File: config.mk
export PLATFORM = sky130hd
export DESIGN_NAME = wvsf_div
export DESIGN_NICKNAME = d
export VERILOG_FILES = /design/src/design/wvsf_pkg.sv /design/src/design/wvsf_div.sv
export SDC_FILE = /design/constraint.sdc
export NUM_CORES = 1
export LEC_CHECK = 0
export ABC_CLOCK_PERIOD_IN_PS = 5600
export BUFFER_PORTS_ARGS = -buffer_cell sky130_fd_sc_hd__buf_2
export CORE_ASPECT_RATIO = 1.5
export CORE_UTILIZATION = 40
export DETAILED_ROUTE_END_ITERATION = 10
export PLACE_DENSITY = 0.63
export REMOVE_ABC_BUFFERS = 1
export SYNTH_ARGS = -nofsm -noshare
export SYNTH_HDL_FRONTEND = slang
export SYNTH_SLANG_ARGS = --single-unit
File: constraint.sdc
create_clock -name clk -period 5.6 [get_ports clk]
set_clock_uncertainty 0.05 [all_clocks]
set_input_delay 1.12 -clock clk [delete_from_list [all_inputs] [get_ports clk]]
set_output_delay 1.12 -clock clk [all_outputs]
set_load 0.05 [all_outputs]
File: src/design/wvsf_pkg.sv
// ----------------------------------------------------------------------------
// wvsf_pkg
// Shared types and constants for the windowed vertical speed fit block.
// ----------------------------------------------------------------------------
`default_nettype none

package wvsf_pkg;

	// Field widths of the data and configuration ports.
	localparam int HEIGHT_W = 24;
	localparam int TIME_W   = 32;
	localparam int VEL_W    = 21;
	localparam int CFG_W    = 24;
	localparam int CFG_IDX_W = 2;

	// Velocity is reported in mm/s from a slope in mm/us.
	localparam int VEL_SCALE = 1000000;
	localparam int VEL_LIMIT = 1000000;

	// Operation codes of the input channel.
	localparam logic OP_SAMPLE = 1'b0;
	localparam logic OP_CLEAR  = 1'b1;

	// Configuration register indexes.
	localparam logic [CFG_IDX_W-1:0] REG_WINDOW_LEN = 2'd0;
	localparam logic [CFG_IDX_W-1:0] REG_MIN_SPAN   = 2'd1;

	// Status reported by the multi-cycle arithmetic units.
	typedef struct packed {
		logic busy;
		logic done;
	} unit_stat_t;

endpackage : wvsf_pkg

`default_nettype wire

File: src/design/wvsf_div.sv
// ----------------------------------------------------------------------------
// wvsf_div
// Restoring divider: signed numerator over a positive denominator, one
// quotient bit per cycle, quotient truncated toward zero.
// ----------------------------------------------------------------------------
`default_nettype none

module wvsf_div #(
	parameter int W = 102
) (
	input  wire logic                  clk,
	input  wire logic                  arst_n,
	input  wire logic                  start,
	input  wire logic signed [W-1:0]   num,
	input  wire logic        [W-1:0]   den,
	output wvsf_pkg::unit_stat_t       stat,
	output logic signed      [W-1:0]   quotient
);
	import wvsf_pkg::*;

	localparam int CNT_W = $clog2(W + 1);

	logic [W-1:0]     mag_q;
	logic [W:0]       rem_q;
	logic [W-1:0]     quo_q;
	logic [W-1:0]     den_q;
	logic             neg_q;
	logic [CNT_W-1:0] cnt_q;
	logic             busy_q;
	logic             done_q;
	logic [W:0]       rem_sh;
	logic             fits;

	// Trial subtraction of the next partial remainder.
	assign rem_sh = {rem_q[W-1:0], mag_q[W-1]};
	assign fits   = (rem_sh >= {1'b0, den_q});

	// Control: one quotient bit per cycle over all W numerator bits.
	always_ff @(posedge clk or negedge arst_n) begin
		if (!arst_n) begin
			busy_q <= 1'b0;
			done_q <= 1'b0;
			cnt_q  <= '0;
		end else begin
			done_q <= 1'b0;
			if (start) begin
				busy_q <= 1'b1;
				cnt_q  <= CNT_W'(W);
			end else if (busy_q) begin
				cnt_q <= cnt_q - 1'b1;
				if (cnt_q == CNT_W'(1)) begin
					busy_q <= 1'b0;
					done_q <= 1'b1;
				end
			end
		end
	end

	// Datapath on the magnitude of the numerator.
	always_ff @(posedge clk) begin
		if (start) begin
			mag_q <= num[W-1] ? W'(-num) : W'(num);
			neg_q <= num[W-1];
			den_q <= den;
			rem_q <= '0;
			quo_q <= '0;
		end else if (busy_q) begin
			mag_q <= mag_q << 1;
			if (fits) begin
				rem_q <= rem_sh - {1'b0, den_q};
				quo_q <= {quo_q[W-2:0], 1'b1};
			end else begin
				rem_q <= rem_sh;
				quo_q <= {quo_q[W-2:0], 1'b0};
			end
		end
	end

	assign stat.busy = busy_q;
	assign stat.done = done_q;
	assign quotient  = neg_q ? -$signed(quo_q) : $signed(quo_q);

endmodule : wvsf_div

`default_nettype wire

# Word level (Yosys, flattened, before mapping)
# Index checks and enable logic that the tools add are counted.
op_classes:
  n_reduce_logical: 1
  mux: 14
  n_eq_ne: 1
  magnitude_cmp: 1
  add_sub_neg: 4
ops:
  columns: ["cell", "count"]
  rows:
  - ["$mux 102", 5]
  - ["$neg 102->102", 2]
  - ["$ge 103x102->1", 1]
  - ["$sub 102x102->102", 1]
  - ["$mux 7", 2]
  - ["$eq 7x1->1 const B", 1]
  - ["$mux 1", 7]
  - ["$sub 7x1->7 const B", 1]
  - ["$reduce_bool 2->1", 1]
word_totals:
  word_cells: 29
  in_bits: 207
  reg_bits: 418

# Logic depth before layout (Yosys ltp)
# Gate-level depths: netlist (run 1).
depth:
  depth_word: 4
  mapped_depth: 16
  depth_no_buf: 14

# Least setup slack after synthesis (run 1)
# OpenSTA, ideal clock, no wires.
synth_timing:
  path_kind: "register to output"
  startpoint: "register quo_q[16]"
  endpoint: "output quotient[95]"
  path_buffers: 0
  arrival_ps: 4092
  slack_ps: 338
  stages_incl_launch_ff: 11
  path_cell_list: "dfxtp_1 -> or4_4 -> or4_4 -> or3_4 -> nor2_4 -> nand4_4 -> or4_4 -> or4_4 -> or3_4 -> o31ai_2 -> xnor2_1"
synth_via:
  elab_chain_len: 2
synth_rtl:
  columns: ["element", "line", "source"]
  rows:
  - ["from (decl)", "wvsf_div.sv:25", "logic [W-1:0] quo_q;"]
  - ["from (signal assigned)", "wvsf_div.sv:71", "quo_q <= {quo_q[W-2:0], 1'b1};"]
  - ["from (signal assigned)", "wvsf_div.sv:74", "quo_q <= {quo_q[W-2:0], 1'b0};"]
  - ["$neg 102->102", "wvsf_div.sv:81", "assign quotient = neg_q ? -$signed(quo_q) : $signed(quo_q);"]
  - ["$mux 102", "wvsf_div.sv:81", null]
  - ["to (decl)", "wvsf_div.sv:17", "output logic signed [W-1:0] quotient"]
# No other way between the ends.

# Worst setup path in the final report (run 1)
layout_timing:
  startpoint: "register quo_q[19]"
  endpoint: "output quotient[95]"
# Same word-level chain as after synthesis.

==> results.cfg, run 1 <==
[worst_setup_path]
endpoint_kind = primary output
crit_type = reg -> out
timing.critical_path.fanout_max = 4
crit_slowest_cell = or4_4
worst_path_dominant_cell_family = simple AND/OR/NAND/NOR gates
crit_top_cell = or4_4
cp.arrival_ns = 4.46
critPathRequiredTime_ns = 4.43
critical_path.n_buffers_inverters = 1
setup.worst_path.start_class = flip-flop
slowest_delay_ns = 0.54
crit_chain = or4_4 -> or4_4 -> or3_4 -> nor2_4 -> nand4_4 -> or4_4 -> or4_4 -> or3_4 -> o31ai_4 -> xnor2_1 -> buf_4

[sta]
final_critical_path_setup_slack_ns = -0.0312
number_of_endpoints_failing_setup_at_the_final_stage = 3
timing.max_slew.rel_slack_pct = 20.0
final_count_of_pins_violating_max_slew = 0
rsz0062_at_grt = yes
final_period_minus_worst_setup_slack_ns = 5.63
timing.final.hold_violations = 0
setup_total_negative_slack_ns = -0.0849
max_clock_freq_mhz = 178
final.hold.worst_slack_ns = 0.346
final_min_period_over_clock_period_pct = 101
worst_slew_pin_slew_ns = 1.18

[final_layout]
area_growth_syn_to_layout_pct = 14.6
layout-drive-gt1-share_pct = 14.9
final_nets = 3742
fin_util_pct = 46.5
final-instance-count-excl-fill = 4359

[placement]
port_buffers = 310
hpwlAfterDp_mm = 63.9
gp_congestion = 0.966
placedCellCount = 4262

[grt]
grt_max_degree = 179
globalRoute.totalOverflow = 0
wire_length_of_the_first_global_routing_pass_mm = 133
antenna_violations_before_repair = 8
grt_pass1_vias = 24233
grt_util_all_layers_pct = 24.0

[floorplanning]
rows = 117
die_h_um = 324
chipWidth_um = 217
core_area_mm2 = 0.0681
floorplan.die_area_mm2 = 0.0701
floorplan.io_pins = 311
starting_density_pct = 40.6

[route]
drt_iter0_markers = 1485
avgRoutedWirePerCell_um = 19.6
route.detailed.vias_per_inst = 5.65
ant_nets = 0
count_of_vias_placed_by_the_detailed_router = 24615
drtPass1Iterations = 6
drc_errors = 0
drt-total-wl_mm = 85.6

[yosys]
synthArstFlopShare_pct = 2.15
synthesis.area_per_instance_um2 = 8.65
synth_area_mm2 = 0.0276
synth-seq-cells = 418
number_of_cells_produced_by_synthesis = 3193
synth_cell_types = 87
synth_ff_type = edfxtp_1
synth_enable_flop_cells = 205
synth.yosys.warnings = 0
sequential_to_total_area_share_from_yosys_stat_pct = 37.9

[clocking]
insertion_delay_ns = 0.60
numCtsBuffers = 47
ctsLongestPathBuffers = 3
ctsHoldBuffers = 0
cts_root_buf = clkbuf_16
cts_max_level = 2
tritoncts = done
cts.sinks = 418
clk_pin_slew_worst_paths_ns = 0.06

[outcome]
failed_checks = setup timing
status = complete, but fails checks

[power_and_ir_drop]
ir_drop_v = 0.000305
power.static_leakage_nw = 13.9
power.density_mw_per_mm2 = 436
totalPowerFinal_mw = 13.8

[min_path]
hold_class = in -> async

[flow_run]
drv_cap = 0
synth_stat cells, types with 12 or more instances:
cell	number	share of area, %
or4_1	30	0.82
mux2_2	12	0.49
clkbuf_1	147	2.0
nand2_1	250	3.4
inv_1	151	2.1
o41ai_1	32	1.0
edfxtp_1	205	22
nand3_1	51	0.92
nand4_1	59	1.3
a21o_1	37	1.0
a32oi_1	14	0.44
a311oi_1	19	0.60
buf_1	25	0.34
xor2_1	137	4.3
ha_1	106	4.8
nor4_1	29	0.66
mux2i_1	171	6.2
or3_1	46	1.0
or2_2	22	0.50
a211oi_1	68	1.8
xnor2_1	148	4.7
and3_1	17	0.39
nor2_1	407	5.5
nor3_1	53	0.96
o21ai_0	178	3.2
o31ai_1	57	1.5
a31oi_1	14	0.32
a21oi_1	275	5.0
dfxtp_1	204	15
nor2b_1	16	0.36
nand2b_1	14	0.32
o21bai_1	34	0.92
metrics by stage:
step,worst slack [ns],area (um^2)
floorplan,-5.38,26800
global route,-0.172,31700
detailed placement,0.265,30000
finish,-0.0312,31700
CTS,-0.105,31600
global placement,0.305,30000
area by class of cell:
class	instances	area, um^2
fill	6812	36400
clock inverter	25	279
antenna	2	5.00
clock buffer	61	1260
inverter	151	569
tap	892	1120
sequential	418	10500
multi-input combinational	2440	15900
timing repair buffer	370	2080
power by group:
group	switching [mW]	internal (mW)
Sequential	0.302	3.68
Clock	1.33	1.86
Combinational	4.26	2.36
layout by cell type, fill, tap and decap left out, types with 30 or more instances in the layout:
| master | count |
|---|---|
| nor2_1 | 404 |
| buf_2 | 303 |
| a21oi_1 | 275 |
| nand2_1 | 250 |
| edfxtp_1 | 205 |
| dfxtp_1 | 201 |
| o21ai_0 | 176 |
| mux2i_1 | 171 |
| inv_1 | 150 |
| xnor2_1 | 148 |
| xor2_1 | 137 |
| ha_1 | 106 |
| a211oi_1 | 68 |
| buf_4 | 61 |
| nand4_1 | 59 |
| o31ai_1 | 57 |
| nand3_1 | 51 |
| nor3_1 | 50 |
| clkbuf_16 | 47 |
| or3_1 | 46 |
| a21o_1 | 37 |
| o21bai_1 | 34 |
| o41ai_1 | 31 |
| or4_1 | 30 |
worst register-to-register path, delay by kind of cell, from the launching register on:
family                   cells  cell delay, ns
AND/OR/NAND/NOR              2            0.60
buffers and inverters        1            0.05
flip-flops                   1            0.32
adder cells (fa/ha/maj)      1            0.40
AO/OA/AOI/OAI                8            3.07
state kept, by name, summed over array words and instances, names as in the netlist:
name / count
den_q: 102
done_q: 1
rem_q: 102
mag_q: 102
quo_q: 102
neg_q: 1
busy_q: 1
cnt_q: 7
repair_timing:
item | in CTS | in global routing
endpoints found under the setup margin | 8 | 15
hold endpoints to repair | 0 | 0
pin swaps | 12 | 6
gates resized for setup | 14 | 8
setup buffers | 6 | 3
logic make-up after synthesis:
family,Yosys count,share of synthesized area [%]
AO/OA/AOI/OAI,821,18.9
XOR/XNOR,285,9.04
adder cells (fa/ha/maj),107,4.87
buffers and inverters,335,4.86
flip-flops,418,37.9
multiplexers,183,6.69
AND/OR/NAND/NOR,1044,17.8
routing by layer:
layer	wire length, um	GRT usage (%)	part of all wire, %
met1	33200	26.4	39
met2	43400	43.8	51
met3	4660	4.64	5.4
met4	4260	11.7	5.0
met5	74	0	0.086
final timing paths:
check | start | endpoint | slack, ns | cells past startpoint
min | arst_n | done_q$_DFF_PN0_ | 0.35 | 1
max | quo_q[19]$_SDFFE_PP0P_ | quotient[95] | -0.03 | 11
min reg2reg | rem_q[10]$_SDFFE_PP0P_ | rem_q[10]$_SDFFE_PP0P_ | 0.43 | 2
max reg2reg | den_q[6]$_DFFE_PP_ | rem_q[90]$_SDFFE_PP0P_ | 1.00 | 12
min in group clk | rem_q[10]$_SDFFE_PP0P_ | rem_q[10]$_SDFFE_PP0P_ | 0.43 | 2
max in group asynchronous | arst_n | busy_q$_DFF_PN0_ | 4.92 | 1
No activity file was read; power rests on OpenSTA's default activity.
==> run 2: changes to the inputs <==
- CORE_UTILIZATION: 40 -> 60
- PLACE_DENSITY: 0.63 -> 0.86
- SKIP_CTS_REPAIR_TIMING: unset -> 1
==> run 2 against run 1 <==
Effect of this change: the run still ends with setup timing left; final area down 2.0%; global-route usage up 8.2 points; utilization up 22 points; largest power group unchanged; critical path depth unchanged; flip-flop and latch count unchanged; worst setup slack worse by 0.14 ns; final cell count down 7.4%; total power down 3.3%; combinational power down 1%; wire length down 9.7%; fmax down 2.4%.
==> results.cfg, run 2 (synthesized netlist as in run 1, its figures left out) <==
[sta]
final_count_of_pins_violating_max_slew = 0
worst_slew_pin_slew_ns = 1.08
max_clock_freq_mhz = 173
timing.max_slew.rel_slack_pct = 26.0
rsz0062_at_grt = yes
final_period_minus_worst_setup_slack_ns = 5.77
final_min_period_over_clock_period_pct = 103
number_of_endpoints_failing_setup_at_the_final_stage = 4
final_critical_path_setup_slack_ns = -0.167
final.hold.worst_slack_ns = 0.345
timing.final.hold_violations = 0

[grt]
grt_max_degree = 154
antenna_violations_before_repair = 20
grt_util_all_layers_pct = 32.2
grt_pass1_vias = 24510
wire_length_of_the_first_global_routing_pass_mm = 121
globalRoute.totalOverflow = 0

[placement]
hpwlAfterDp_mm = 56.9
port_buffers = 310
dp_slack_ns = 0.192
gp_congestion = 1.00

[clocking]
cts_max_level = 2
cts.sinks = 418
ctsLongestPathBuffers = 3
clk_pin_slew_worst_paths_ns = 0.07
cts_root_buf = clkbuf_16
numCtsBuffers = 42
tritoncts = done
insertion_delay_ns = 0.59

[floorplanning]
rows = 95
floorplan.io_pins = 311
die_h_um = 265
chipWidth_um = 177
starting_density_pct = 61.1
floorplan.die_area_mm2 = 0.0469
core_area_mm2 = 0.0452

[route]
drt-total-wl_mm = 77.3
ant_nets = 0
drt_iter0_markers = 1794
drtPass1Iterations = 6
avgRoutedWirePerCell_um = 19.2
count_of_vias_placed_by_the_detailed_router = 25330
drc_errors = 0
route.detailed.vias_per_inst = 6.27

[final_layout]
layout-drive-gt1-share_pct = 14.5
highest_count_cells_in_the_layout_ignoring_fill_and_taps = nor2_1 (405), buf_2 (300), a21oi_1 (275)
final_nets = 3727
area_growth_syn_to_layout_pct = 12.4
final_common_cell = nor2_1

[worst_setup_path]
cp.arrival_ns = 4.60
crit_type = reg -> out
setup.worst_path.start_class = flip-flop
endpoint_kind = primary output
r2r_slack_ns = 0.83
timing.critical_path.fanout_max = 6
critPathRequiredTime_ns = 4.43

[min_path]
hold_class = in -> async

[power_and_ir_drop]
power_frac_comb_pct = 49.1
power.density_mw_per_mm2 = 430
p_int_mw = 7.63
netSwitchingPower_mw = 5.71
swShare_pct = 42.8
ir_drop_v = 0.000464
p_clk_share_pct = 21.0
pwr-share-seq_pct = 29.9
power.static_leakage_nw = 13.8

[outcome]
status = complete, but fails checks
failed_checks = setup timing

[flow_run]
drv_cap = 0
run 2: changes by cell type in the layout (fill, tap and decap cells not counted), sizes merged:
cell and change:
clkinvlp +3, clkbuf -1, buf -12, bufinv -3
clkinv -4, diode +8, inv -2
run 2: final cells by class:
class | count | area [um^2]
repair buffers | 360 | 2010
multi-input cells | 2440 | 15900
fillers | 3677 | 14100
inverters | 151 | 569
clock inverters | 19 | 204
diodes | 10 | 25.0
clock buffers | 58 | 1140
flip-flops and latches | 418 | 10500
well taps | 582 | 728
run 2: final timing paths:
check | start | end | cells after the start
worst min register to register | rem_q[1]$_SDFFE_PP0P_ | rem_q[1]$_SDFFE_PP0P_ | 2
min in group clk | rem_q[1]$_SDFFE_PP0P_ | rem_q[1]$_SDFFE_PP0P_ | 2
worst min-delay path | arst_n | cnt_q[1]$_DFFE_PN0P_ | 1
worst max register to register | den_q[96]$_DFFE_PP_ | rem_q[52]$_SDFFE_PP0P_ | 14
max in group asynchronous | arst_n | busy_q$_DFF_PN0_ | 1
worst max-delay path | quo_q[16]$_SDFFE_PP0P_ | quotient[87] | 11
run 2: power by group through the flow:
stage | Combinational (mW) | Sequential, mW | Clock (mW)
floorplan | 4.70 | 3.97 | 0
global placement | 6.26 | 4.02 | 0
detailed placement | 6.34 | 4.03 | 0
CTS | 6.38 | 3.98 | 2.86
global route | 7.06 | 4.04 | 2.96
finish | 6.55 | 3.99 | 2.81
run 2: metrics by stage:
stage | area (um^2) | cells | util, % | setup TNS [ns] | power (mW)
after CTS | 30900 | 4021 | 68.3 | -2.46 | 13.2
final | 31000 | 4038 | 68.7 | -0.502 | 13.3
after global routing | 31000 | 4037 | 68.7 | -0.997 | 14.1
after detailed placement | 29500 | 3944 | 65.4 | 0 | 10.4
after floorplan | 26800 | 3009 | - | -843.96 | 8.67
after global placement | 29500 | 3944 | 65.4 | 0 | 10.3
run 2: routing by layer:
metal  vias up  track usage (%)  routed length, um
met5         -                0                132
met4        20             21.4               5290
met3       349             5.91               4670
met2      1034             57.0              38800
met1     11913             34.5              28400
li1      12014                -                  -
run 2: critical path, cell delays in order (launching register included):
cell and delay (ns):
dfxtp_4 0.36, or4_4 0.55, or4_4 0.44, or3_4 0.37, nor2_4 0.15, nand4_4 0.12
or4_4 0.55, or4_4 0.46, or3_4 0.41, o31ai_4 0.19, xnor2_1 0.16, buf_4 0.24
