## config.mk

```make
export PLATFORM = sky130hd
export DESIGN_NAME = wvsf_mul
export DESIGN_NICKNAME = d
export VERILOG_FILES = /design/src/design/wvsf_pkg.sv /design/src/design/wvsf_mul.sv
export SDC_FILE = /design/constraint.sdc
export NUM_CORES = 1
export LEC_CHECK = 0
export ABC_CLOCK_PERIOD_IN_PS = 8100
export BUFFER_PORTS_ARGS = -buffer_cell sky130_fd_sc_hd__buf_2
export CORE_MARGIN = 2
export CORE_UTILIZATION = 35
export DETAILED_ROUTE_END_ITERATION = 12
export HOLD_SLACK_MARGIN = 0.05
export PLACE_DENSITY = 0.58
export SKIP_LAST_GASP = 1
export SLEW_MARGIN = 10
export SYNTH_ARGS = -nofsm -noshare
export SYNTH_HDL_FRONTEND = slang
export SYNTH_SLANG_ARGS = --single-unit
```

## constraint.sdc

```tcl
create_clock -name clk -period 8.1 [get_ports clk]
set_input_delay 0 -clock clk [delete_from_list [all_inputs] [get_ports clk]]
set_output_delay 0 -clock clk [all_outputs]
set_load 0.01 [all_outputs]
```

## src/design/wvsf_pkg.sv

```systemverilog
// ----------------------------------------------------------------------------
// wvsf_pkg
// Shared types and constants for the windowed vertical speed fit block.
// ----------------------------------------------------------------------------
`default_nettype none

package wvsf_pkg;

	// Field widths of the data and configuration ports.
	localparam int HEIGHT_W = 24;
	localparam int TIME_W   = 32;
	localparam int VEL_W    = 21;
	localparam int CFG_W    = 24;
	localparam int CFG_IDX_W = 2;

	// Velocity is reported in mm/s from a slope in mm/us.
	localparam int VEL_SCALE = 1000000;
	localparam int VEL_LIMIT = 1000000;

	// Operation codes of the input channel.
	localparam logic OP_SAMPLE = 1'b0;
	localparam logic OP_CLEAR  = 1'b1;

	// Configuration register indexes.
	localparam logic [CFG_IDX_W-1:0] REG_WINDOW_LEN = 2'd0;
	localparam logic [CFG_IDX_W-1:0] REG_MIN_SPAN   = 2'd1;

	// Status reported by the multi-cycle arithmetic units.
	typedef struct packed {
		logic busy;
		logic done;
	} unit_stat_t;

endpackage : wvsf_pkg

`default_nettype wire

```

## src/design/wvsf_mul.sv

```systemverilog
// ----------------------------------------------------------------------------
// wvsf_mul
// Shift-and-add multiplier: signed multiplicand times unsigned multiplier,
// one multiplier bit per cycle, finishing as soon as no set bits remain.
// ----------------------------------------------------------------------------
`default_nettype none

module wvsf_mul #(
	parameter int AW = 102,
	parameter int BW = 70
) (
	input  wire logic                   clk,
	input  wire logic                   arst_n,
	input  wire logic                   start,
	input  wire logic signed [AW-1:0]   a,
	input  wire logic        [BW-1:0]   b,
	output wvsf_pkg::unit_stat_t        stat,
	output logic signed      [AW-1:0]   product
);
	import wvsf_pkg::*;

	logic signed [AW-1:0] acc_q;
	logic signed [AW-1:0] a_q;
	logic        [BW-1:0] b_q;
	logic                 busy_q;
	logic                 done_q;

	// Control: run until the remaining multiplier bits are all zero.
	always_ff @(posedge clk or negedge arst_n) begin
		if (!arst_n) begin
			busy_q <= 1'b0;
			done_q <= 1'b0;
		end else begin
			done_q <= 1'b0;
			if (start) begin
				busy_q <= 1'b1;
			end else if (busy_q && (b_q == '0)) begin
				busy_q <= 1'b0;
				done_q <= 1'b1;
			end
		end
	end

	// Datapath: one conditional add of the shifted multiplicand per cycle.
	// The true product fits in AW bits, so bits shifted out never matter.
	always_ff @(posedge clk) begin
		if (start) begin
			acc_q <= '0;
			a_q   <= a;
			b_q   <= b;
		end else if (busy_q && (b_q != '0)) begin
			if (b_q[0]) begin
				acc_q <= acc_q + a_q;
			end
			a_q <= a_q <<< 1;
			b_q <= b_q >> 1;
		end
	end

	assign stat.busy = busy_q;
	assign stat.done = done_q;
	assign product   = acc_q;

endmodule : wvsf_mul

`default_nettype wire

```

# Word level (Yosys, flattened, before mapping)
# Index checks and enable logic that the tools add are counted.
[totals] regBits=276 input_bits=175 output_inout_bits=104 wordCells=21
[op_classes] add_sub_neg=1 n_mux=8 n_reduce_logical=7
[op_table] cell="102-bit two-way mux" n=2
[op_table] cell="70-bit two-way mux" n=2
[op_table] cell="102-bit adder" n=1
[op_table] cell="70-bit zero test" n=1
[op_table] cell="70-bit nonzero test" n=1
[op_table] cell="1-bit two-way mux" n=4
[op_table] cell="2-bit nonzero test" n=2
[op_table] cell="1-bit logical AND" n=2
[op_table] cell="2-bit AND reduction" n=1

# Longest topological paths before layout
# Gate-level depths: netlist (run 1).
[depth] word_depth=4 mapped_depth=14 ltp_nobuf=14

# Worst setup path after synthesis (run 1)
# No wires, ideal clock.
[synth_path] kind="reg2reg" from="register b_q[41]" to="register a_q[0] (enable)" setup_ns=1.399 t_arrival_ns=3.987 required_ns=6.701 path_slack_ns=2.714 stages_incl_launch_ff=7 path_buffers=0 period_less_slack_ns=5.386 path_cell_list="edfxtp_1 -> nor4_1 -> nand4_1 -> nor4_1 -> nand3_1 -> nand2_1 -> nand2_1"
[synth_via] elab_chain_cells=3
[synth_lines] element="start: declaration" line="wvsf_mul.sv:24" rtl="logic [BW-1:0] b_q;"
[synth_lines] element="start signal: assignment" line="wvsf_mul.sv:56" rtl="b_q <= b_q >> 1;"
[synth_lines] element="70-bit nonzero test" line="wvsf_mul.sv:51" rtl="end else if (busy_q && (b_q != '0)) begin"
[synth_lines] element="1-bit logical AND" line="wvsf_mul.sv:51"
[synth_lines] element="2-bit nonzero test (no source line)"
[synth_lines] element="end signal: assignment" line="wvsf_mul.sv:55" rtl="a_q <= a_q <<< 1;"
[synth_lines] element="end: declaration" line="wvsf_mul.sv:23" rtl="logic signed [AW-1:0] a_q;"
# No other way between the ends.
# A chain may end at the register's enable or synchronous reset.

# Worst setup path after layout (run 1)
[layout_path] from="register a_q[4]" to="register acc_q[85] (netlist: product[85])"
[layout_via] elab_chain_cells=1
[layout_lines] element="102-bit adder" line="wvsf_mul.sv:53" rtl="acc_q <= acc_q + a_q;"
[layout_lines] element="end signal: assignment" line="wvsf_mul.sv:53"
[layout_lines] element="end: declaration" line="wvsf_mul.sv:22" rtl="logic signed [AW-1:0] acc_q;"
# No other way between the ends.

==> results of run 1 <==
==> report_power, final <==
| group | total (mW) | leakage (nW) | switching (mW) | internal [mW] |
|---|---|---|---|---|
| registers | 1.89 | 2.70 | 0.171 | 1.72 |
| logic | 2.08 | 6.09 | 1.21 | 0.867 |
| clock network | 1.54 | 0.542 | 0.645 | 0.892 |
| total | 5.50 | 9.32 | 2.03 | 3.48 |
==> registers in the layout (all words and copies together), names as in the netlist <==
| register | flops |
|---|---|
| a_q | 102 |
| product | 102 |
| b_q | 70 |
| busy_q | 1 |
| done_q | 1 |
==> worst reg2reg max path: stages (launching register included) <==
cell and delay, ps:
sky130_fd_sc_hd__edfxtp_1 380, sky130_fd_sc_hd__ha_1 370, sky130_fd_sc_hd__o211ai_1 130, sky130_fd_sc_hd__o21ai_2 240, sky130_fd_sc_hd__o2111ai_1 180, sky130_fd_sc_hd__a2111oi_1 560
sky130_fd_sc_hd__o21ai_0 300, sky130_fd_sc_hd__a21oi_1 340, sky130_fd_sc_hd__nor2_1 160, sky130_fd_sc_hd__o41ai_2 610, sky130_fd_sc_hd__a21boi_0 290, sky130_fd_sc_hd__a221o_1 350
==> cell type report <==
| type | instances | area, um^2 | area share [%] |
|---|---|---|---|
| multi-input cells | 1374 | 9460 | 42.8 |
| flip-flops and latches | 276 | 7260 | 32.8 |
| repair buffers | 482 | 3420 | 15.4 |
| clock buffers | 49 | 948 | 4.28 |
| well taps | 622 | 778 | 3.52 |
| clock inverters | 15 | 163 | 0.735 |
| inverters | 28 | 105 | 0.475 |
==> cells by family after synthesis <==
| logic type | share of synthesized area (%) |
|---|---|
| AO/OA/AOI/OAI | 17.9 |
| buffers and inverters | 2.70 |
| multiplexers | 11.3 |
| flip-flops | 42.3 |
| adder cells (fa/ha/maj) | 7.48 |
| AND/OR/NAND/NOR | 14.4 |
| XOR/XNOR | 3.93 |
==> cell usage after synthesis, types with 20 or more instances <==
library cell and n:
sky130_fd_sc_hd__nor3_1 20, sky130_fd_sc_hd__nor2_1 94, sky130_fd_sc_hd__inv_1 28, sky130_fd_sc_hd__nand2_1 237, sky130_fd_sc_hd__nor4_1 24, sky130_fd_sc_hd__xor2_1 41
sky130_fd_sc_hd__nand4_1 45, sky130_fd_sc_hd__ha_1 101, sky130_fd_sc_hd__a21o_1 47, sky130_fd_sc_hd__xnor2_1 36, sky130_fd_sc_hd__o21ai_0 89, sky130_fd_sc_hd__o21bai_1 28
sky130_fd_sc_hd__edfxtp_1 172, sky130_fd_sc_hd__nand3_1 30, sky130_fd_sc_hd__dfxtp_1 102, sky130_fd_sc_hd__a21oi_1 205, sky130_fd_sc_hd__mux2_2 169, sky130_fd_sc_hd__clkbuf_1 56
==> cell usage in the layout (no fill, tap or decap), types with 10 or more instances in the layout <==
cell type                       count
sky130_fd_sc_hd__a211oi_1          10
sky130_fd_sc_hd__a21o_1            47
sky130_fd_sc_hd__a21oi_1          205
sky130_fd_sc_hd__a31oi_1           13
sky130_fd_sc_hd__and3_1            11
sky130_fd_sc_hd__buf_2            277
sky130_fd_sc_hd__buf_4             10
sky130_fd_sc_hd__clkbuf_1          12
sky130_fd_sc_hd__clkbuf_16         35
sky130_fd_sc_hd__dfxtp_1          102
sky130_fd_sc_hd__dlygate4sd3_1    194
sky130_fd_sc_hd__edfxtp_1         172
sky130_fd_sc_hd__ha_1             101
sky130_fd_sc_hd__inv_1             28
sky130_fd_sc_hd__mux2_2           169
sky130_fd_sc_hd__nand2_1          235
sky130_fd_sc_hd__nand3_1           30
sky130_fd_sc_hd__nand4_1           45
sky130_fd_sc_hd__nor2_1            93
sky130_fd_sc_hd__nor3_1            20
sky130_fd_sc_hd__nor4_1            24
sky130_fd_sc_hd__o21a_1            15
sky130_fd_sc_hd__o21ai_0           89
sky130_fd_sc_hd__o21bai_1          28
sky130_fd_sc_hd__o31ai_1           12
sky130_fd_sc_hd__or3_1             11
sky130_fd_sc_hd__xnor2_1           36
sky130_fd_sc_hd__xor2_1            41
==> layer usage <==
layer,part of all wire (%),vias to the layer above
met5,0,-
met4,2.1,0
met3,6.1,67
met2,46,415
met1,45,7257
li1,-,7444
==> timing repair <==
item | in CTS | in global routing
endpoints found under the hold margin | 194 | 0
buffers inserted | 0 | 0
hold buffers | 194 | 0
==> worst min path at each step <==
stage | slack, ps | endpoint | cells after the start
floorplan | -300 | busy_q | 0
global placement | -200 | done_q | 1
detailed placement | -200 | done_q | 1
CTS | 240 | b_q[39] | 3
global route | 270 | b_q[63] | 3
finish | 270 | b_q[26] | 3
==> metrics by stage <==
stage	total power [mW]	hold WS (ps)
final	5.50	270
after global routing	5.85	272
after CTS	5.54	237
after detailed placement	3.89	-203
after global placement	3.87	-204
after floorplan	3.30	-296
==> flow_metrics.py, run 1 <==
metrics = {
    "critical_path": {
        "timing_worst_setup_path_type": "reg -> reg",
        "crit_end": "product[85]",
        "worst_setup_path_end_kind": "flip-flop",
        "worstReg2RegStart": "a_q[4]",
        "regToRegSetupSlack_ps": 4090,
        "crit_family": "compound AO/OA/AOI/OAI gates",
        "setup.worst_path.start": "a_q[4]",
        "required_ps": 8540,
        "crit_chain": "ha_1 > o211ai_1 > o21ai_2 > o2111ai_1 > a2111oi_1 > o21ai_0 > a21oi_1 > nor2_1 > o41ai_2 > a21boi_0 > a221o_1",
        "rr_endpoint": "product[85]",
        "reg2reg_depth": 11,
        "cpPeakStageDelay_ps": 610,
        "critPathSlowestCell": "sky130_fd_sc_hd__o41ai_2",
        "arrival_ps": 4450,
        "critPathMaxFanout": 6,
        "worstPathBufferInverterCount": 0,
        "startpoint_type": "flip-flop",
        "cp_num_cells": 11,
    },
    "worst_hold_path": {
        "worstHoldPathType": "in -> reg",
        "worstHoldStart": "b[26]",
    },
    "logic_synthesis": {
        "synth_nets": 2042,
        "postSynthAreaPerCell_um2": 9.73,
        "postSynth.topFlopCell": "sky130_fd_sc_hd__edfxtp_1",
        "syn_inst": 1765,
        "synth.distinct_cells": 87,
        "synth-edff-count": 172,
        "ys_ff_latch": 276,
        "synth-async-reset-ratio_pct": 0.725,
        "count_of_synthesis_stage_warnings_from_yosys": 0,
        "synth_seq_area_share_pct": 42.3,
        "netlist.top_cell.by_area": "sky130_fd_sc_hd__edfxtp_1",
        "synth_top_area_share_pct": 30.1,
        "synth.cell_area_um2": 17200,
        "ys_top_cells_by_area": "sky130_fd_sc_hd__edfxtp_1 30%, sky130_fd_sc_hd__dfxtp_1 12%, sky130_fd_sc_hd__mux2_2 11%",
    },
    "sta": {
        "min_period_over_period_pct": 49.5,
        "final_max_slew_viol_count": 0,
        "fin_setup_tns_ps": 0,
        "slew_headroom_pct": 30.2,
        "clock-skew-final_ps": 29.0,
        "worst_margin_slew_ps": 1040,
        "fin_ws_ps": 4090,
        "fmax_ghz": 0.250,
        "final-hold-violation-count": 0,
        "finalSetupViolCount": 0,
        "grt_setup_unrepaired": "no",
        "finalWorstPathRequiredPeriod_ps": 4010,
    },
    "drt": {
        "wire_per_inst_um": 18.5,
        "drc": 0,
        "finalWirelength_mm": 52.7,
        "dr_total_vias": 15200,
        "via_to_cell_ratio": 5.33,
        "detailedRoute.firstIterationViolations": 828,
        "ant_nets": 0,
        "drt-pass1-iter-count": 5,
    },
    "grt": {
        "via_count_of_the_first_global_routing_pass": 15300,
        "grt_use_total_pct": 20.5,
        "gr-usage-met2_pct": 33.7,
        "grt.overflow.total": 0,
        "globalRouteMet1Util_pct": 27.5,
        "antenna_violations_before_repair": 0,
        "grt_start_max_net_pins": 81,
        "first_pass_grt_wire_length_mm": 82.7,
        "grt_use_met3_pct": 3.90,
        "gr-max-usage-layer": "met2",
    },
    "clock_network": {
        "cts.clk_slew.worst_paths_ps": 60,
        "insertion_delay_ps": 570,
        "htreeDepth": 2,
        "clock-root-buffer": "sky130_fd_sc_hd__clkbuf_16",
        "cts.sinks": 276,
        "cts_resized": 0,
        "clock_tree_buf_depth": 3,
        "number_of_cts_inserted_buffers": 35,
        "tritoncts": "built",
    },
    "pwr": {
        "power_per_cell_area_nw_per_um2": 249,
        "leakage_nw": 9.32,
        "power.ir.vdd_worst_mv": 0.174,
    },
    "final_layout": {
        "finalCoreUtilization_pct": 45.5,
        "fillCellCount": 4607,
        "final_net_count": 2474,
        "antenna_cells_inserted": 0,
        "post_layout_nonfiller_instances": 2846,
        "final_area_um2": 22100,
        "area_overhead_of_the_layout_relative_to_synthesis_pct": 28.9,
        "layout-drive-gt1-share_pct": 24.3,
    },
    "placement": {
        "cell_count_after_placement": 2588,
        "post_dp_hpwl_mm": 38.1,
        "place_ws_ps": 4130,
        "placedInstanceArea_um2": 19100,
        "io_buffer_count": 278,
        "place.gp.congestion": 0.879,
    },
    "floorplan": {
        "height_of_the_die_um": 225,
        "top_level_ports": 279,
        "dieWidth_um": 225,
        "std_cell_rows": 81,
        "start_util_pct": 35.3,
        "fp.dieArea_um2": 50800,
        "core_area_um2": 48600,
    },
    "job": {
        "max_cap_viol_count": 0,
    },
    "run_status": {
        "run_status": "completed",
    },
}
Power figures use the tool's default switching activity.
==> inputs of run 2 (changes only) <==
--- a/config.mk
+++ b/config.mk
@@ -5,13 +5,13 @@
 export SDC_FILE = /design/constraint.sdc
 export NUM_CORES = 1
 export LEC_CHECK = 0
-export ABC_CLOCK_PERIOD_IN_PS = 8100
+export ABC_CLOCK_PERIOD_IN_PS = 3570
 export BUFFER_PORTS_ARGS = -buffer_cell sky130_fd_sc_hd__buf_2
 export CORE_MARGIN = 2
 export CORE_UTILIZATION = 35
 export DETAILED_ROUTE_END_ITERATION = 12
 export HOLD_SLACK_MARGIN = 0.05
-export PLACE_DENSITY = 0.58
+export PLACE_DENSITY = 0.6
 export SKIP_LAST_GASP = 1
 export SLEW_MARGIN = 10
 export SYNTH_ARGS = -nofsm -noshare
==> constraint.sdc (replaced) <==
create_clock -name clk -period 3.57 [get_ports clk]
set_input_delay 0 -clock clk [delete_from_list [all_inputs] [get_ports clk]]
set_output_delay 0 -clock clk [all_outputs]
set_load 0.01 [all_outputs]
==> flow_metrics.py, run 2 (same netlist as run 1, synthesis figures left out) <==
metrics = {
    "final_layout": {
        "layout-drive-gt1-share_pct": 28.8,
        "most_common_cell_after_layout_fill_and_taps_aside": "sky130_fd_sc_hd__buf_2",
        "final_net_count": 2599,
        "area_overhead_of_the_layout_relative_to_synthesis_pct": 35.8,
        "post_layout_nonfiller_instances": 2970,
        "final_cell_mix": "277 x sky130_fd_sc_hd__buf_2, 235 x sky130_fd_sc_hd__nand2_1, 212 x sky130_fd_sc_hd__dlygate4sd3_1, 202 x sky130_fd_sc_hd__a21oi_1, 172 x sky130_fd_sc_hd__edfxtp_1",
        "finalCoreUtilization_pct": 47.9,
        "fillCellCount": 4525,
    },
    "grt": {
        "grt_use_total_pct": 20.7,
        "via_count_of_the_first_global_routing_pass": 15600,
        "grt.overflow.total": 0,
        "antenna_violations_before_repair": 1,
        "first_pass_grt_wire_length_mm": 83.8,
        "grt_start_max_net_pins": 148,
    },
    "drt": {
        "dr_total_vias": 15700,
        "finalWirelength_mm": 54.2,
        "routed-wl-met2_mm": 25.7,
        "drc": 0,
        "wire_per_inst_um": 18.3,
        "drt-pass1-iter-count": 5,
        "detailedRoute.firstIterationViolations": 947,
        "routed-wl-met3_mm": 2.97,
        "ant_nets": 0,
        "topRoutingLayerUsed": "met4",
        "via_to_cell_ratio": 5.29,
        "met1Wirelength_mm": 24.4,
    },
    "floorplan": {
        "fp.dieArea_um2": 50800,
        "height_of_the_die_um": 225,
        "start_util_pct": 35.3,
        "core_area_um2": 48600,
        "std_cell_rows": 81,
        "top_level_ports": 279,
        "dieWidth_um": 225,
    },
    "sta": {
        "whs_ps": 293,
        "final-hold-violation-count": 0,
        "finalWorstPathRequiredPeriod_ps": 3470,
        "final_max_slew_viol_count": 0,
        "worst_margin_slew_ps": 1020,
        "fin_setup_tns_ps": 0,
        "slew_headroom_pct": 32.0,
        "clock-skew-final_ps": 22.4,
        "grt_setup_unrepaired": "yes",
        "finalSetupViolCount": 0,
        "fmax_ghz": 0.288,
        "min_period_over_period_pct": 97.3,
    },
    "clock_network": {
        "tritoncts": "built",
        "number_of_cts_inserted_buffers": 34,
        "clock-root-buffer": "sky130_fd_sc_hd__clkbuf_16",
        "htreeDepth": 2,
        "cts.clk_slew.worst_paths_ps": 60,
        "insertion_delay_ps": 550,
        "cts.sinks": 276,
        "clock_tree_buf_depth": 3,
    },
    "critical_path": {
        "reg2reg_depth": 15,
        "rr_endpoint": "product[86]",
        "critPathMaxFanout": 2,
        "regToRegSetupSlack_ps": 100,
        "required_ps": 4050,
        "setup.worst_path.start": "a_q[0]",
        "arrival_ps": 3950,
        "worstReg2RegStart": "a_q[0]",
        "startpoint_type": "flip-flop",
        "timing_worst_setup_path_type": "reg -> reg",
        "worst_setup_path_end_kind": "flip-flop",
        "crit_end": "product[86]",
    },
    "placement": {
        "cell_count_after_placement": 2689,
        "post_dp_hpwl_mm": 38.9,
        "io_buffer_count": 278,
        "place.gp.congestion": 0.893,
    },
    "pwr": {
        "power_per_cell_area_nw_per_um2": 552,
        "leakage_nw": 9.92,
        "power.ir.vdd_worst_mv": 0.397,
    },
    "job": {
        "max_cap_viol_count": 0,
    },
    "worst_hold_path": {
        "worstHoldPathType": "in -> reg",
    },
    "run_status": {
        "run_status": "completed",
    },
}
## run 2: cell types whose count changed in the layout (fill, tap and decap cells not counted), sizes merged
cell / previous run / this run
buf: 288 / 396
clkinv: 11 / 9
clkbuf: 49 / 48
diode: 0 / 1
dlygate4sd3: 194 / 212
## run 2: timing repair
item	in CTS	in global routing
hold buffers	212	0
pin swaps	6	24
buffers inserted	0	7
setup endpoints to repair	17	33
resized for setup	7	43
endpoints found under the hold margin	176	0
## run 2: critical path, stage by stage, from the launching register on
cell and delay [ps]:
sky130_fd_sc_hd__edfxtp_1 350, sky130_fd_sc_hd__ha_2 190, sky130_fd_sc_hd__inv_2 40, sky130_fd_sc_hd__fa_2 390
sky130_fd_sc_hd__nand2b_4 160, sky130_fd_sc_hd__a21oi_4 140, sky130_fd_sc_hd__o211ai_1 120, sky130_fd_sc_hd__nand4b_1 200
sky130_fd_sc_hd__a32oi_2 180, sky130_fd_sc_hd__a211o_1 360, sky130_fd_sc_hd__a211o_1 330, sky130_fd_sc_hd__a21oi_2 220
sky130_fd_sc_hd__buf_4 170, sky130_fd_sc_hd__a21boi_2 50, sky130_fd_sc_hd__or4_1 400, sky130_fd_sc_hd__nand3_1 80
## run 2: how the worst min path moves through the flow
stage	startpoint	endpoint	slack, ps	depth (start not counted)
CTS	b[67]	b_q[67]	250	3
finish	b[44]	b_q[44]	290	3
floorplan	arst_n	busy_q	-300	0
global route	a[85]	a_q[85]	280	3
global placement	arst_n	done_q	-210	1
detailed placement	arst_n	done_q	-210	1
## run 2: layer usage
layer  global-route usage [%]  up-vias
met4                     5.36        0
li1                         -     7698
met5                        0        -
met3                     3.13       80
met2                     35.1      470
met1                     27.4     7475
## run 2: power breakdown
part / switching [mW] / internal (mW) / total [mW] / leakage, nW
clock network: 1.39 / 1.96 / 3.36 / 0.511
registers: 0.383 / 3.90 / 4.28 / 2.70
logic: 2.89 / 2.35 / 5.24 / 6.71
## run 2: area by class of cell
type | instances | area [um^2] | share of cell area, %
well taps | 622 | 778 | 3.34
multi-input cells | 1374 | 9670 | 41.5
flip-flops and latches | 276 | 7260 | 31.1
diodes | 1 | 2.50 | 0.0107
clock buffers | 48 | 925 | 3.97
inverters | 28 | 105 | 0.451
repair buffers | 608 | 4440 | 19.0
clock inverters | 13 | 139 | 0.596
## run 2: metrics by stage
step	setup WS, ps	cell area (um^2)	total power [mW]
final	97.3	23300	12.9
after global routing	-54.9	23300	13.7
after CTS	-68.0	23100	12.8
after detailed placement	-177	19900	9.22
after global placement	-163	19900	9.18
after floorplan	219	17200	7.48
